--- src/bcf_pkg.sv ---
// ----------------------------------------------------------------------------
// bcf_pkg
// Types, microcode word layout and constants shared by the curve flattener.
// ----------------------------------------------------------------------------
package bcf_pkg;

    localparam int COORD_W = 32;
    localparam int SEG_W   = 6;
    localparam int COLOR_W = 32;
    localparam int T_FRAC  = 16;
    localparam int T_W     = T_FRAC + 1;
    localparam int TERM_W  = T_W + COORD_W + 1 - T_FRAC;
    localparam int ACC_W   = TERM_W + 2;

    localparam logic [T_W-1:0] T_ONE = T_W'(1) << T_FRAC;

    typedef logic signed [COORD_W-1:0] coord_t;

    typedef struct packed {
        logic               mode;
        coord_t             start_x;
        coord_t             start_y;
        coord_t             ctrl1_x;
        coord_t             ctrl1_y;
        coord_t             ctrl2_x;
        coord_t             ctrl2_y;
        coord_t             end_x;
        coord_t             end_y;
        logic [SEG_W-1:0]   segments;
        logic [COLOR_W-1:0] color;
    } req_beat_t;

    typedef struct packed {
        coord_t             vert_x;
        coord_t             vert_y;
        logic [COLOR_W-1:0] vert_color;
        logic               last;
    } vtx_beat_t;

    // floor(65536 / n) for n = 1 .. 32, entry 0 unused
    localparam logic [T_W-1:0] STEP_LUT [0:32] = '{
        17'd0,     17'd65536, 17'd32768, 17'd21845, 17'd16384, 17'd13107,
        17'd10922, 17'd9362,  17'd8192,  17'd7281,  17'd6553,  17'd5957,
        17'd5461,  17'd5041,  17'd4681,  17'd4369,  17'd4096,  17'd3855,
        17'd3640,  17'd3449,  17'd3276,  17'd3120,  17'd2978,  17'd2849,
        17'd2730,  17'd2621,  17'd2520,  17'd2427,  17'd2340,  17'd2259,
        17'd2184,  17'd2114,  17'd2048
    };

    typedef enum logic [1:0] {OPD_U, OPD_T, OPD_U2, OPD_T2} opd_t;
    typedef enum logic [1:0] {SC_ZERO, SC_ONE, SC_TWO, SC_THREE} scale_t;
    typedef enum logic [2:0] {WD_U2, WD_T2, WD_W0, WD_W1, WD_W2, WD_W3} wdst_t;
    typedef enum logic [1:0] {ACC_HOLD, ACC_LOAD, ACC_ADD} acc_t;
    typedef enum logic [2:0] {CND_NONE, CND_ALWAYS, CND_CUBIC, CND_FIRST, CND_MORE} cond_t;
    typedef enum logic {VS_CUR, VS_END} vsrc_t;

    typedef enum logic [4:0] {
        ST_BRANCH,
        ST_Q_B0, ST_Q_B1, ST_Q_B2, ST_Q_ZERO,
        ST_C_U2, ST_C_T2, ST_C_B0, ST_C_B1, ST_C_B2, ST_C_B3,
        ST_X0, ST_X1, ST_X2, ST_X3,
        ST_Y0, ST_Y1, ST_Y2, ST_Y3,
        ST_Y_ADD, ST_Y_STORE,
        ST_EMIT_A, ST_EMIT_B, ST_ADVANCE, ST_FINAL
    } step_t;

    typedef struct packed {
        logic      wmul_en;
        opd_t      opd_a;
        opd_t      opd_b;
        scale_t    scale;
        wdst_t     wdst;
        logic      cmul_en;
        logic [1:0] term;
        logic      axis_y;
        acc_t      acc;
        logic      store_x;
        logic      store_y;
    } dp_ctrl_t;

    typedef struct packed {
        dp_ctrl_t  dp;
        logic      emit;
        vsrc_t     emit_src;
        logic      emit_last;
        logic      advance;
        logic      done;
        cond_t     cond;
        step_t     target;
    } ctrl_t;

    localparam dp_ctrl_t DP_IDLE = '0;
    localparam ctrl_t    CW_NOP  = '0;

endpackage

--- src/bcf_datapath.sv ---
// ----------------------------------------------------------------------------
// bcf_datapath
// Bernstein weight unit, weighted coordinate multiplier, accumulator and
// saturation, all driven one step at a time by the microcode word.
// ----------------------------------------------------------------------------
module bcf_datapath
    import bcf_pkg::*;
(
    input  logic           clk,
    input  dp_ctrl_t       ctrl,
    input  logic [T_W-1:0] t,
    input  coord_t         px [4],
    input  coord_t         py [4],
    output coord_t         cur_x,
    output coord_t         cur_y
);

    logic [T_W-1:0]           u;
    logic [T_W-1:0]           u2_reg;
    logic [T_W-1:0]           t2_reg;
    logic [T_W-1:0]           w_reg [4];
    logic [T_W-1:0]           opa;
    logic [T_W-1:0]           opb;
    logic [2*T_W-1:0]         wprod;
    logic [2*T_W+1:0]         wscaled;
    logic [T_W-1:0]           wnew;
    logic [T_W-1:0]           w_sel;
    coord_t                   p_sel;
    logic signed [T_W+COORD_W:0] cprod;
    logic signed [TERM_W-1:0] prod_reg;
    logic signed [ACC_W-1:0]  acc_reg;
    coord_t                   cur_x_reg;
    coord_t                   cur_y_reg;

    function automatic coord_t sat_coord(input logic signed [ACC_W-1:0] v);
        logic fits;
        fits = (&v[ACC_W-1:COORD_W-1]) || !(|v[ACC_W-1:COORD_W-1]);
        if (fits)
            return coord_t'(v[COORD_W-1:0]);
        else if (v[ACC_W-1])
            return coord_t'({1'b1, {(COORD_W-1){1'b0}}});
        else
            return coord_t'({1'b0, {(COORD_W-1){1'b1}}});
    endfunction

    assign u = T_ONE - t;

    always_comb
    begin
        unique case (ctrl.opd_a)
            OPD_U:   opa = u;
            OPD_T:   opa = t;
            OPD_U2:  opa = u2_reg;
            OPD_T2:  opa = t2_reg;
            default: opa = t;
        endcase
        unique case (ctrl.opd_b)
            OPD_U:   opb = u;
            OPD_T:   opb = t;
            OPD_U2:  opb = u2_reg;
            OPD_T2:  opb = t2_reg;
            default: opb = t;
        endcase
    end

    assign wprod = opa * opb;

    always_comb
    begin
        unique case (ctrl.scale)
            SC_ZERO:  wscaled = '0;
            SC_ONE:   wscaled = {2'b00, wprod};
            SC_TWO:   wscaled = {1'b0, wprod, 1'b0};
            SC_THREE: wscaled = {2'b00, wprod} + {1'b0, wprod, 1'b0};
            default:  wscaled = '0;
        endcase
    end

    // Every weight stays at or below 1.0, so 17 bits after the shift hold it
    assign wnew  = wscaled[T_FRAC +: T_W];

    assign w_sel = w_reg[ctrl.term];
    assign p_sel = ctrl.axis_y ? py[ctrl.term] : px[ctrl.term];
    assign cprod = $signed({1'b0, w_sel}) * p_sel;

    always_ff @(posedge clk)
    begin
        if (ctrl.wmul_en)
        begin
            unique case (ctrl.wdst)
                WD_U2:   u2_reg   <= wnew;
                WD_T2:   t2_reg   <= wnew;
                WD_W0:   w_reg[0] <= wnew;
                WD_W1:   w_reg[1] <= wnew;
                WD_W2:   w_reg[2] <= wnew;
                WD_W3:   w_reg[3] <= wnew;
                default: ;
            endcase
        end

        // Arithmetic shift of the product gives the floor of each term
        if (ctrl.cmul_en)
            prod_reg <= cprod[T_W+COORD_W:T_FRAC];

        unique case (ctrl.acc)
            ACC_LOAD: acc_reg <= ACC_W'(prod_reg);
            ACC_ADD:  acc_reg <= acc_reg + ACC_W'(prod_reg);
            default:  ;
        endcase

        if (ctrl.store_x)
            cur_x_reg <= sat_coord(acc_reg);
        if (ctrl.store_y)
            cur_y_reg <= sat_coord(acc_reg);
    end

    assign cur_x = cur_x_reg;
    assign cur_y = cur_y_reg;

endmodule

--- src/bezier_curve_flattener.sv ---
// ----------------------------------------------------------------------------
// bezier_curve_flattener
// Takes one quadratic or cubic curve per request beat and returns it as a
// line list of 2*segments vertex beats, the final one marked last. Each
// curve point is worked out by a microcoded sequencer over one weight
// multiplier and one coordinate multiplier. A segment count of 0 reads as
// 1, anything above MAX_SEGMENTS as MAX_SEGMENTS. The next request is
// taken once the final vertex sits in the output register. Coordinates
// are signed Q16.16, colour is copied unchanged.
// ----------------------------------------------------------------------------
module bezier_curve_flattener
    import bcf_pkg::*;
#(
    parameter int MAX_SEGMENTS = 32
)
(
    input  logic      clk,
    input  logic      rst_n,
    input  logic      req_valid,
    output logic      req_ready,
    input  req_beat_t req,
    output logic      vtx_valid,
    input  logic      vtx_ready,
    output vtx_beat_t vtx
);

    localparam int N_W = $clog2(MAX_SEGMENTS + 1);
    localparam logic [SEG_W-1:0] SEG_MAX = SEG_W'(MAX_SEGMENTS);

    logic             busy_reg;
    logic             busy_next;
    step_t            pc_reg;
    step_t            pc_next;
    logic [N_W-1:0]   i_reg;
    logic [N_W-1:0]   i_next;
    logic [T_W-1:0]   t_reg;
    logic [T_W-1:0]   t_next;
    logic [N_W-1:0]   n_reg;
    logic [T_W-1:0]   step_reg;
    req_beat_t        req_reg;
    logic             vtx_valid_reg;
    logic             vtx_valid_next;
    vtx_beat_t        vtx_beat_reg;
    vtx_beat_t        vtx_beat_next;

    ctrl_t            cw;
    dp_ctrl_t         dp_ctrl;
    logic             accept;
    logic             slot_free;
    logic             go;
    logic             jump;
    logic [SEG_W-1:0] n_clamp;
    coord_t           px [4];
    coord_t           py [4];
    coord_t           cur_x;
    coord_t           cur_y;

    // ---- microprogram -----------------------------------------------------

    function automatic ctrl_t f_wmul(input opd_t a, input opd_t b, input scale_t sc,
                                     input wdst_t dst);
        ctrl_t c;
        c            = CW_NOP;
        c.dp.wmul_en = 1'b1;
        c.dp.opd_a   = a;
        c.dp.opd_b   = b;
        c.dp.scale   = sc;
        c.dp.wdst    = dst;
        return c;
    endfunction

    function automatic ctrl_t f_dp(input logic mul, input logic [1:0] term,
                                   input logic axis_y, input acc_t acc,
                                   input logic st_x, input logic st_y);
        ctrl_t c;
        c            = CW_NOP;
        c.dp.cmul_en = mul;
        c.dp.term    = term;
        c.dp.axis_y  = axis_y;
        c.dp.acc     = acc;
        c.dp.store_x = st_x;
        c.dp.store_y = st_y;
        return c;
    endfunction

    function automatic ctrl_t f_emit(input vsrc_t src, input logic fin);
        ctrl_t c;
        c           = CW_NOP;
        c.emit      = 1'b1;
        c.emit_src  = src;
        c.emit_last = fin;
        c.done      = fin;
        return c;
    endfunction

    function automatic ctrl_t f_jump(input ctrl_t base, input cond_t cnd, input step_t tgt);
        ctrl_t c;
        c        = base;
        c.cond   = cnd;
        c.target = tgt;
        return c;
    endfunction

    function automatic ctrl_t ucode(input step_t s);
        ctrl_t c;
        c         = CW_NOP;
        c.advance = 1'b1;
        unique case (s)
            ST_BRANCH:  return f_jump(CW_NOP, CND_CUBIC, ST_C_U2);
            // quadratic: the end point weight lands in W3, W2 is cleared
            ST_Q_B0:    return f_wmul(OPD_U, OPD_U, SC_ONE, WD_W0);
            ST_Q_B1:    return f_wmul(OPD_U, OPD_T, SC_TWO, WD_W1);
            ST_Q_B2:    return f_wmul(OPD_T, OPD_T, SC_ONE, WD_W3);
            ST_Q_ZERO:  return f_jump(f_wmul(OPD_U, OPD_U, SC_ZERO, WD_W2), CND_ALWAYS,
                                      ST_X0);
            ST_C_U2:    return f_wmul(OPD_U, OPD_U, SC_ONE, WD_U2);
            ST_C_T2:    return f_wmul(OPD_T, OPD_T, SC_ONE, WD_T2);
            ST_C_B0:    return f_wmul(OPD_U2, OPD_U, SC_ONE, WD_W0);
            ST_C_B1:    return f_wmul(OPD_U2, OPD_T, SC_THREE, WD_W1);
            ST_C_B2:    return f_wmul(OPD_U, OPD_T2, SC_THREE, WD_W2);
            ST_C_B3:    return f_wmul(OPD_T2, OPD_T, SC_ONE, WD_W3);
            // accumulate trails the multiplier by one step
            ST_X0:      return f_dp(1'b1, 2'd0, 1'b0, ACC_HOLD, 1'b0, 1'b0);
            ST_X1:      return f_dp(1'b1, 2'd1, 1'b0, ACC_LOAD, 1'b0, 1'b0);
            ST_X2:      return f_dp(1'b1, 2'd2, 1'b0, ACC_ADD,  1'b0, 1'b0);
            ST_X3:      return f_dp(1'b1, 2'd3, 1'b0, ACC_ADD,  1'b0, 1'b0);
            ST_Y0:      return f_dp(1'b1, 2'd0, 1'b1, ACC_ADD,  1'b0, 1'b0);
            ST_Y1:      return f_dp(1'b1, 2'd1, 1'b1, ACC_LOAD, 1'b1, 1'b0);
            ST_Y2:      return f_dp(1'b1, 2'd2, 1'b1, ACC_ADD,  1'b0, 1'b0);
            ST_Y3:      return f_dp(1'b1, 2'd3, 1'b1, ACC_ADD,  1'b0, 1'b0);
            ST_Y_ADD:   return f_dp(1'b0, 2'd0, 1'b1, ACC_ADD,  1'b0, 1'b0);
            ST_Y_STORE: return f_dp(1'b0, 2'd0, 1'b1, ACC_HOLD, 1'b0, 1'b1);
            // inner points close one segment and open the next
            ST_EMIT_A:  return f_jump(f_emit(VS_CUR, 1'b0), CND_FIRST, ST_ADVANCE);
            ST_EMIT_B:  return f_emit(VS_CUR, 1'b0);
            ST_ADVANCE: return f_jump(c, CND_MORE, ST_BRANCH);
            ST_FINAL:   return f_jump(f_emit(VS_END, 1'b1), CND_ALWAYS, ST_BRANCH);
            default:    return f_jump(CW_NOP, CND_ALWAYS, ST_BRANCH);
        endcase
    endfunction

    // ---- sequencer --------------------------------------------------------

    assign cw        = ucode(pc_reg);
    assign req_ready = !busy_reg;
    assign accept    = req_valid && req_ready;
    assign slot_free = !vtx_valid_reg || vtx_ready;
    assign go        = busy_reg && (!cw.emit || slot_free);
    assign dp_ctrl   = go ? cw.dp : DP_IDLE;

    always_comb
    begin
        priority if (req.segments == '0)
            n_clamp = SEG_W'(1);
        else if (req.segments > SEG_MAX)
            n_clamp = SEG_MAX;
        else
            n_clamp = req.segments;
    end

    always_comb
    begin
        unique case (cw.cond)
            CND_NONE:   jump = 1'b0;
            CND_ALWAYS: jump = 1'b1;
            CND_CUBIC:  jump = req_reg.mode;
            CND_FIRST:  jump = (i_reg == '0);
            CND_MORE:   jump = (i_reg != N_W'(n_reg - 1'b1));
            default:    jump = 1'b0;
        endcase
    end

    always_comb
    begin
        busy_next      = busy_reg;
        pc_next        = pc_reg;
        i_next         = i_reg;
        t_next         = t_reg;
        vtx_valid_next = vtx_valid_reg && !vtx_ready;
        vtx_beat_next  = vtx_beat_reg;
        if (accept)
        begin
            busy_next = 1'b1;
            pc_next   = ST_BRANCH;
            i_next    = '0;
            t_next    = '0;
        end
        else if (go)
        begin
            pc_next = jump ? cw.target : step_t'(pc_reg + 1'b1);
            if (cw.advance)
            begin
                i_next = i_reg + 1'b1;
                t_next = t_reg + step_reg;
            end
            if (cw.done)
                busy_next = 1'b0;
            if (cw.emit)
            begin
                vtx_valid_next           = 1'b1;
                vtx_beat_next.vert_x     = (cw.emit_src == VS_END) ? req_reg.end_x : cur_x;
                vtx_beat_next.vert_y     = (cw.emit_src == VS_END) ? req_reg.end_y : cur_y;
                vtx_beat_next.vert_color = req_reg.color;
                vtx_beat_next.last       = cw.emit_last;
            end
        end
    end

    always_ff @(posedge clk or negedge rst_n)
    begin
        if (!rst_n)
        begin
            busy_reg      <= 1'b0;
            pc_reg        <= ST_BRANCH;
            i_reg         <= '0;
            t_reg         <= '0;
            vtx_valid_reg <= 1'b0;
        end
        else
        begin
            busy_reg      <= busy_next;
            pc_reg        <= pc_next;
            i_reg         <= i_next;
            t_reg         <= t_next;
            vtx_valid_reg <= vtx_valid_next;
        end
    end

    always_ff @(posedge clk)
    begin
        if (accept)
        begin
            req_reg  <= req;
            n_reg    <= N_W'(n_clamp);
            step_reg <= STEP_LUT[n_clamp];
        end
        vtx_beat_reg <= vtx_beat_next;
    end

    assign vtx_valid = vtx_valid_reg;
    assign vtx       = vtx_beat_reg;

    // ---- datapath ---------------------------------------------------------

    always_comb
    begin
        px[0] = req_reg.start_x;
        px[1] = req_reg.ctrl1_x;
        px[2] = req_reg.ctrl2_x;
        px[3] = req_reg.end_x;
        py[0] = req_reg.start_y;
        py[1] = req_reg.ctrl1_y;
        py[2] = req_reg.ctrl2_y;
        py[3] = req_reg.end_y;
    end

    bcf_datapath u_datapath (
        .clk   (clk),
        .ctrl  (dp_ctrl),
        .t     (t_reg),
        .px    (px),
        .py    (py),
        .cur_x (cur_x),
        .cur_y (cur_y)
    );

    // ---- assertions -------------------------------------------------------

    a_count_range: assert property (@(posedge clk) disable iff (!rst_n)
        busy_reg |-> (n_reg != '0) && (n_reg <= N_W'(MAX_SEGMENTS)) && (i_reg <= n_reg))
        else $error("segment count or point index out of range");

    a_idle_at_entry: assert property (@(posedge clk) disable iff (!rst_n)
        !busy_reg |-> pc_reg == ST_BRANCH)
        else $error("sequencer idle away from entry step");

    a_stall_holds: assert property (@(posedge clk) disable iff (!rst_n)
        busy_reg && cw.emit && vtx_valid_reg && !vtx_ready
        |=> pc_reg == $past(pc_reg) && vtx_valid_reg)
        else $error("emit step advanced while output slot full");

    a_last_at_end: assert property (@(posedge clk) disable iff (!rst_n)
        go && cw.emit && cw.emit_last |-> i_reg == n_reg)
        else $error("final vertex issued before all points");

    a_inner_before_end: assert property (@(posedge clk) disable iff (!rst_n)
        go && cw.emit && !cw.emit_last |-> i_reg < n_reg)
        else $error("curve point issued past the segment count");

endmodule

--- config.mk ---
export PLATFORM = sky130hd
export DESIGN_NAME = bezier_curve_flattener
export DESIGN_NICKNAME = d
export VERILOG_FILES = /design/src/bcf_pkg.sv /design/src/bcf_datapath.sv /design/src/bezier_curve_flattener.sv
export SDC_FILE = /design/constraint.sdc
export NUM_CORES = 2
export LEC_CHECK = 0
export ABC_AREA = 1
export BUFFER_PORTS_ARGS = -buffer_cell sky130_fd_sc_hd__buf_2
export CAP_MARGIN = 20
export CELL_PAD_IN_SITES_DETAIL_PLACEMENT = 1
export CELL_PAD_IN_SITES_GLOBAL_PLACEMENT = 2
export CORE_ASPECT_RATIO = 1.5
export CORE_MARGIN = 2
export CORE_UTILIZATION = 43
export DETAILED_ROUTE_END_ITERATION = 8
export PLACE_DENSITY_LB_ADDON = 0.1
export RECOVER_POWER = 25
export SETUP_SLACK_MARGIN = 0.5
export SLEW_MARGIN = 30
export SYNTH_ARGS = -nofsm -noshare
export SYNTH_HDL_FRONTEND = slang
export SYNTH_SLANG_ARGS = --single-unit
--- constraint.sdc ---
create_clock -name clk -period 12.85 [get_ports clk]
set_input_delay 0.6425 -clock clk [delete_from_list [all_inputs] [get_ports clk]]
set_output_delay 0.6425 -clock clk [all_outputs]
set_load 0.02 [all_outputs]
; Word level (Yosys, flattened, before mapping)
; Memory sizes are Yosys's and may differ from the RTL's. A register that Yosys moved wholly into a read port is not among the register bits.
; Index checks and enable logic that the tools add are counted.
[totals]
ff_bits = 590
ramBits = 68
mem_bits_ro = 2080
in_bits = 299
out_inout_bits = 99
word_cells = 150
mem_count = 3
[memory_table]
columns = name, words, width, rd, rd_ports_with_merged_regs, wr, line
row1 = (no name shown), 64, 17, 1, 1, 0, bezier_curve_flattener.sv:235  ; step_reg <= STEP_LUT[n_clamp];
row2 = (no name shown), 32, 31, 1, 0, 0, bezier_curve_flattener.sv:108  ; unique case (s)
row3 = u_datapath.w_reg, 4, 17, 1, 0, 1, bcf_datapath.sv:21  ; logic [T_W-1:0] w_reg [4];
[op_classes]
add_sub_neg = 7
n_mul = 2
order_cmp = 2
eq_ne = 21
mux = 55
bitwise = 3
n_reduce_logical = 31
[ops]
columns = op, n
row1 = $mux 32, 9
row2 = $pmux 17 s4, 2
row3 = $pmux 33 s4, 1
row4 = $bmux 32 s2, 2
row5 = $mux 17, 6
row6 = $pmux 36 s2, 1
row7 = $reduce_or 17->1, 3
row8 = $mul 18x32->50, 1
row9 = $add 36x34->36, 1
row10 = $add 33x33->33, 1
row11 = $mul 17x17->33, 1
row12 = $mux 6, 5
row13 = $mux 1, 21
row14 = $mux 18, 1
row15 = $add 17x17->17, 1
row16 = $sub 17x17->17 const A, 1
row17 = $mux 5, 3
row18 = $eq 2x2->1 const B, 7
row19 = $eq 3x2->1 const B, 4
row20 = $logic_not 6->1, 2
row21 = $eq 3x3->1 const B, 3
row22 = $eq 2x1->1 const B, 4
row23 = $reduce_and 2->1, 4
row24 = $reduce_bool 2->1, 4
row25 = other kinds (20), 33

; Longest topological paths before layout
[depth]
ltp_word = 13
mapped_depth = 56
depth_no_buf = 54

; Modules after synthesis
; A second synthesis with hierarchy kept.
[unflattened]
cells_unflattened = 6550
hier_area_um2 = 60072.6
[modules_own_cells]
columns = module, instances, cells_per_inst, area_per_inst_um2, seq_area_each_um2
row1 = bcf_datapath, 1, 5368, 43410.4, 7086.8
row2 = bezier_curve_flattener, 1, 1182, 16662.2, 13032.5

; Worst setup path before layout
; No wires, ideal clock.
[synth_path]
path_kind = register -> register
from = register pc_reg[0]
to = register u_datapath.t2_reg[16], data pin
setup_time_ns = 0.274
arrival_ns = 8.411
required_ns = 12.576
path_slack_ns = 4.165
stages_incl_launch_ff = 49
n_path_buf = 2
period_less_slack_ns = 8.685
path_cell_list = dfrtp_1 > inv_1 > ha_1 > inv_2 > nor2_2 > nand2_2 > nand2_2 > nand2_2 > nand2_4 > nor2_2 > nand2_2 > inv_2 > buf_6 > a221oi_1 > inv_1 > or2_4 > inv_2 > buf_4 > [... 13 more ...] > nor2_1 > nor2_1 > nand3_1 > a21oi_1 > inv_1 > a21oi_1 > inv_1 > a21oi_1 > xor2_1 > ha_1 > a21oi_1 > o21ai_0 > a21oi_1 > nor2_1 > nor2_1 > nand3_1 > nand3_1 > nand2_1
[synth_via]
elab_chain_cells = 10
elab_cells_between_ends = 22
classes_between = add/sub: 1 / mul: 1 / eq/ne: 9 / mux: 4 / reduce/logical: 6 / memory: 1
[synth_rtl]
columns = item, line
row1 = start: declaration, bezier_curve_flattener.sv:32  ; step_t pc_reg;
row2 = start signal: assignment, bezier_curve_flattener.sv:222  ; pc_reg <= pc_next;
row3 = $mem_v2 32x31 *, n/a
row4 = $logic_not 1->1, bezier_curve_flattener.sv:148  ; assign go = busy_reg && (!cw.emit || slot_free);
row5 = $logic_or 1x1->1, bezier_curve_flattener.sv:148
row6 = $logic_and 1x1->1, bezier_curve_flattener.sv:148
row7 = $mux 18 *, bezier_curve_flattener.sv:149  ; assign dp_ctrl = go ? cw.dp : DP_IDLE;
row8 = "$eq 2x2->1, or another cell as far along", bcf_datapath.sv:50  ; unique case (ctrl.opd_a)
row9 = $pmux 17 s4 (on tied branches), "bcf_datapath.sv:50, bcf_datapath.sv:57"
row10 = $mul 17x17->33, bcf_datapath.sv:66  ; assign wprod = opa * opb;
row11 = $add 33x33->33, bcf_datapath.sv:74  ; SC_THREE: wscaled = {2'b00, wprod} + {1'b0, wprod, 1'b0};
row12 = $pmux 33 s4 *, bcf_datapath.sv:70  ; unique case (ctrl.scale)
row13 = net u_datapath.wscaled[32], bcf_datapath.sv:25  ; logic [2*T_W+1:0] wscaled;
row14 = end signal: assignment, bcf_datapath.sv:92  ; WD_T2: t2_reg <= wnew;
row15 = end: declaration, bcf_datapath.sv:20  ; logic [T_W-1:0] t2_reg;
; Mark *: on every way through the listed nets, which the timed path passes. The rest lies on a longest branch.
; A chain may end at the register's enable or synchronous reset.

; Worst setup path after layout
[layout_path]
from = register pc_reg[0]
to = register u_datapath.t2_reg[5], data pin
; The elaborated chain is that of the path after synthesis.

==> results by group <==
Outcome
  • Outcome: finished with violations
  • Failing checks: capacitance limit, slew limit

Clocking
  • CTS tree: yes
  • Post-CTS setup buffer count: 0
  • Max H-tree Level: 3
  • Clk sinks: 675
  • Clock Latency Late Sink: around 670 ps
  • Post-CTS Hold Fix Bufs: 0
  • Clk buf depth: 3
  • Resized cells post-CTS: 0
  • Root buffer cell: clkbuf_16
  • Worst-path clk slew: roughly 70 ps
  • Inserted Clock Buffers: roughly 70

STA
  • Hold slack final: around 140 ps
  • Final Hold Viols: 0
  • Total negative slack: 0 ps
  • Crit path time final: approximately 12000 ps
  • Clk_skew: 21.4 ps
  • F_max: between 80 and 90 MHz
  • RSZ-0062 raised after global routing: no
  • Max_slew headroom: -0.295
  • Final period util: 0.898
  • Worst slew pin tran: ~2000 ps
  • Final setup viols: 0
  • Slew Viols, Final: 31

Placement
  • Placed cells: 8708
  • I/O Buffers: ~400
  • DPL Wire Length: 194 mm
  • Gpl congestion: 0.949

Cells and area
  • Layout Cells excl Fill: 8863
  • Multi-input gate area: around 34000 um2
  • Number of fill cells: 16300
  • Syn-to-layout area delta: 10.3%
  • Sequential cell area: a little over 20000 um2
  • Final net count: about 8300
  • Layout cells sized above 1: 0.103

Detailed routing
  • Met3 wire len: between 10 and 15 mm
  • Vias per cell: around 5.3
  • Via Count: ~47000
  • Pre-Repair DR Iteration Count: 5
  • Met2 Routed Length: roughly 120 mm
  • Highest routed layer: met5
  • Routed WL: between 200 and 250 mm
  • Routed Antenna Nets: 0
  • # DRC: 0
  • Met1 Routed Length: between 70 and 80 mm
  • Initial drt markers: about 2800
  • DR WL/cell: about 27 um

Die
  • Die Wd: about 310 um
  • Starting Density: 0.433
  • I/O pins: 398
  • Die ar.: approximately 140000 um2
  • Row count: between 150 and 200
  • Core box area: 140000 um2
  • Chip Height: roughly 460 um

Yosys
  • FFs w/ async S/R, synth: 0.0444
  • Post-Syn Nets: about 7900
  • FF+latch count, synth: 675
  • Yosys warnings: 0
  • Sequential area share after synthesis: 0.332
  • Syn Area/Cell: a little over 9 um2
  • Leading register cell type out of synthesis: edfxtp_1
  • Syn Std Cell Area: about 61000 um2
  • Number of flops mapped to enable cells by yosys: about 650
  • Mapped Cells: about 6600
  • Yosys cell types: 70

Global route
  • Initial antenna violation count: 29
  • Tot GR Track Use: 0.331
  • First-pass GRT wire length: 344 mm
  • Vias in the first global route: ~53000
  • Grt total ovfl: 0
  • Largest net degree at the start of global routing: roughly 130

Critical path
  • Setup CP Type: flip-flop to flip-flop
  • Crit-path max FO: 22
  • Crit path max-delay cell type: nand2_1
  • Crit path DAT: roughly 12000 ps
  • CP Capture Type: flip-flop
  • Slowest stage delay, CP: 580 ps
  • Top cell by count, worst path: inv_1
  • Critical Path Start Type: flip-flop
  • Worst Path Required: 13120 ps

Worst hold path
  • Worst hold path class: primary input to flip-flop

Job
  • Max cap viols: 1
cell type report:
cell class,count,share of cell area
tap,1870,0.0350
sequential,675,0.301
clock inverter,47,0.00808
timing repair buffer,467,0.0377
antenna,28,0.00105
clock buffer,79,0.0271
inverter,1365,0.0772
multi-input combinational,4332,0.513
cells in the mapped netlist (15+ instances only):
master    count  share of area
edfxtp_1    645           0.32
a21oi_1     274          0.023
a221oi_1     24         0.0035
fa_1        744           0.25
o21a_1       15         0.0019
nand2_1    1181          0.073
a31oi_1      22         0.0023
inv_2        55         0.0034
ha_1        317          0.066
o22ai_1      18         0.0019
nand4_1      20         0.0021
xor2_1       64         0.0093
buf_4        22         0.0027
o211ai_1     23         0.0029
o21ai_2      21         0.0030
or2_1        15         0.0016
nand3_1     136          0.011
nor2_1      808          0.050
nand2_2      15         0.0016
clkbuf_1     47         0.0029
nor3_1       32         0.0026
buf_2       120         0.0099
dfrtp_1      30          0.012
inv_1      1302          0.081
o21ai_0     376          0.031
or2_2        25         0.0026
xnor2_1      48         0.0069
a21o_1       15         0.0019
layer usage:
metal / global-route usage / up-vias
li1: - / 21300
met1: 0.335 / 24000
met2: 0.605 / 1406
met3: 0.0444 / 563
met4: 0.257 / 22
met5: 0 / -
cell usage in the layout (no fill, tap or decap), drive strengths merged, types with 8 or more instances in the layout:
cell type,Yosys,layout
inv,1361,1365
o21a,16,16
nor2,821,821
a21o,15,15
o211ai,23,23
o221ai,9,9
nand2,1198,1198
buf,160,437
a21oi,278,278
edfxtp,645,645
a31oi,23,23
xnor2,48,48
a21boi,9,9
clkbuf,48,109
bufinv,0,8
nand3,140,140
clkinv,4,35
diode,0,28
dfrtp,30,30
ha,317,317
fa,744,744
nor4,12,12
o22ai,18,18
a32oi,14,14
o21bai,12,12
or2,49,49
nor3,32,32
o21ai,417,417
xor2,64,64
nand4,21,21
a221oi,24,24
logic make-up after synthesis:
logic type | Yosys count | synth area share
simple gates | 2281 | 0.151
fa+ha+maj | 1061 | 0.312
compound gates | 878 | 0.0851
xor+xnor | 112 | 0.0162
flops | 675 | 0.332
buf+inv | 1573 | 0.104
path summary, 6_finish.rpt:
check                      slack [ps]  cells after the start              endpoint   startpoint
max in group asynchronous       11210                      1             t_reg[12]        rst_n
min                               140                      1               px[120]     req[286]
min reg2reg                       420                      0               vtx[29]  req_reg[28]
min in group asynchronous         510                      1             vtx_valid        rst_n
max reg2reg                      1310                     44  u_datapath.t2_reg[5]    pc_reg[0]
max                              1310                     44  u_datapath.t2_reg[5]    pc_reg[0]
stage by stage:
step | cell area [um2] | setup WS, ps | util
5_1_grt | 66700 | 564 | 0.477
3_5_place_dp | 64400 | 1330 | 0.460
6_report | 66800 | 1310 | 0.478
4_1_cts | 66700 | 1300 | 0.477
2_1_floorplan | 60500 | 4170 | -
3_3_place_gp | 64300 | 1500 | 0.460
critical path: cells and delay by family, from the launching register on:
family	cells	cell delay (ps)
adder cells (fa/ha/maj)	9	4070
AND/OR/NAND/NOR	13	2870
AO/OA/AOI/OAI	10	1970
buffers and inverters	11	1300
flip-flops	1	450
XOR/XNOR	1	450
Power is not shown: default switching activity piles up to over one toggle a cycle in this logic, so the estimate is an artifact.
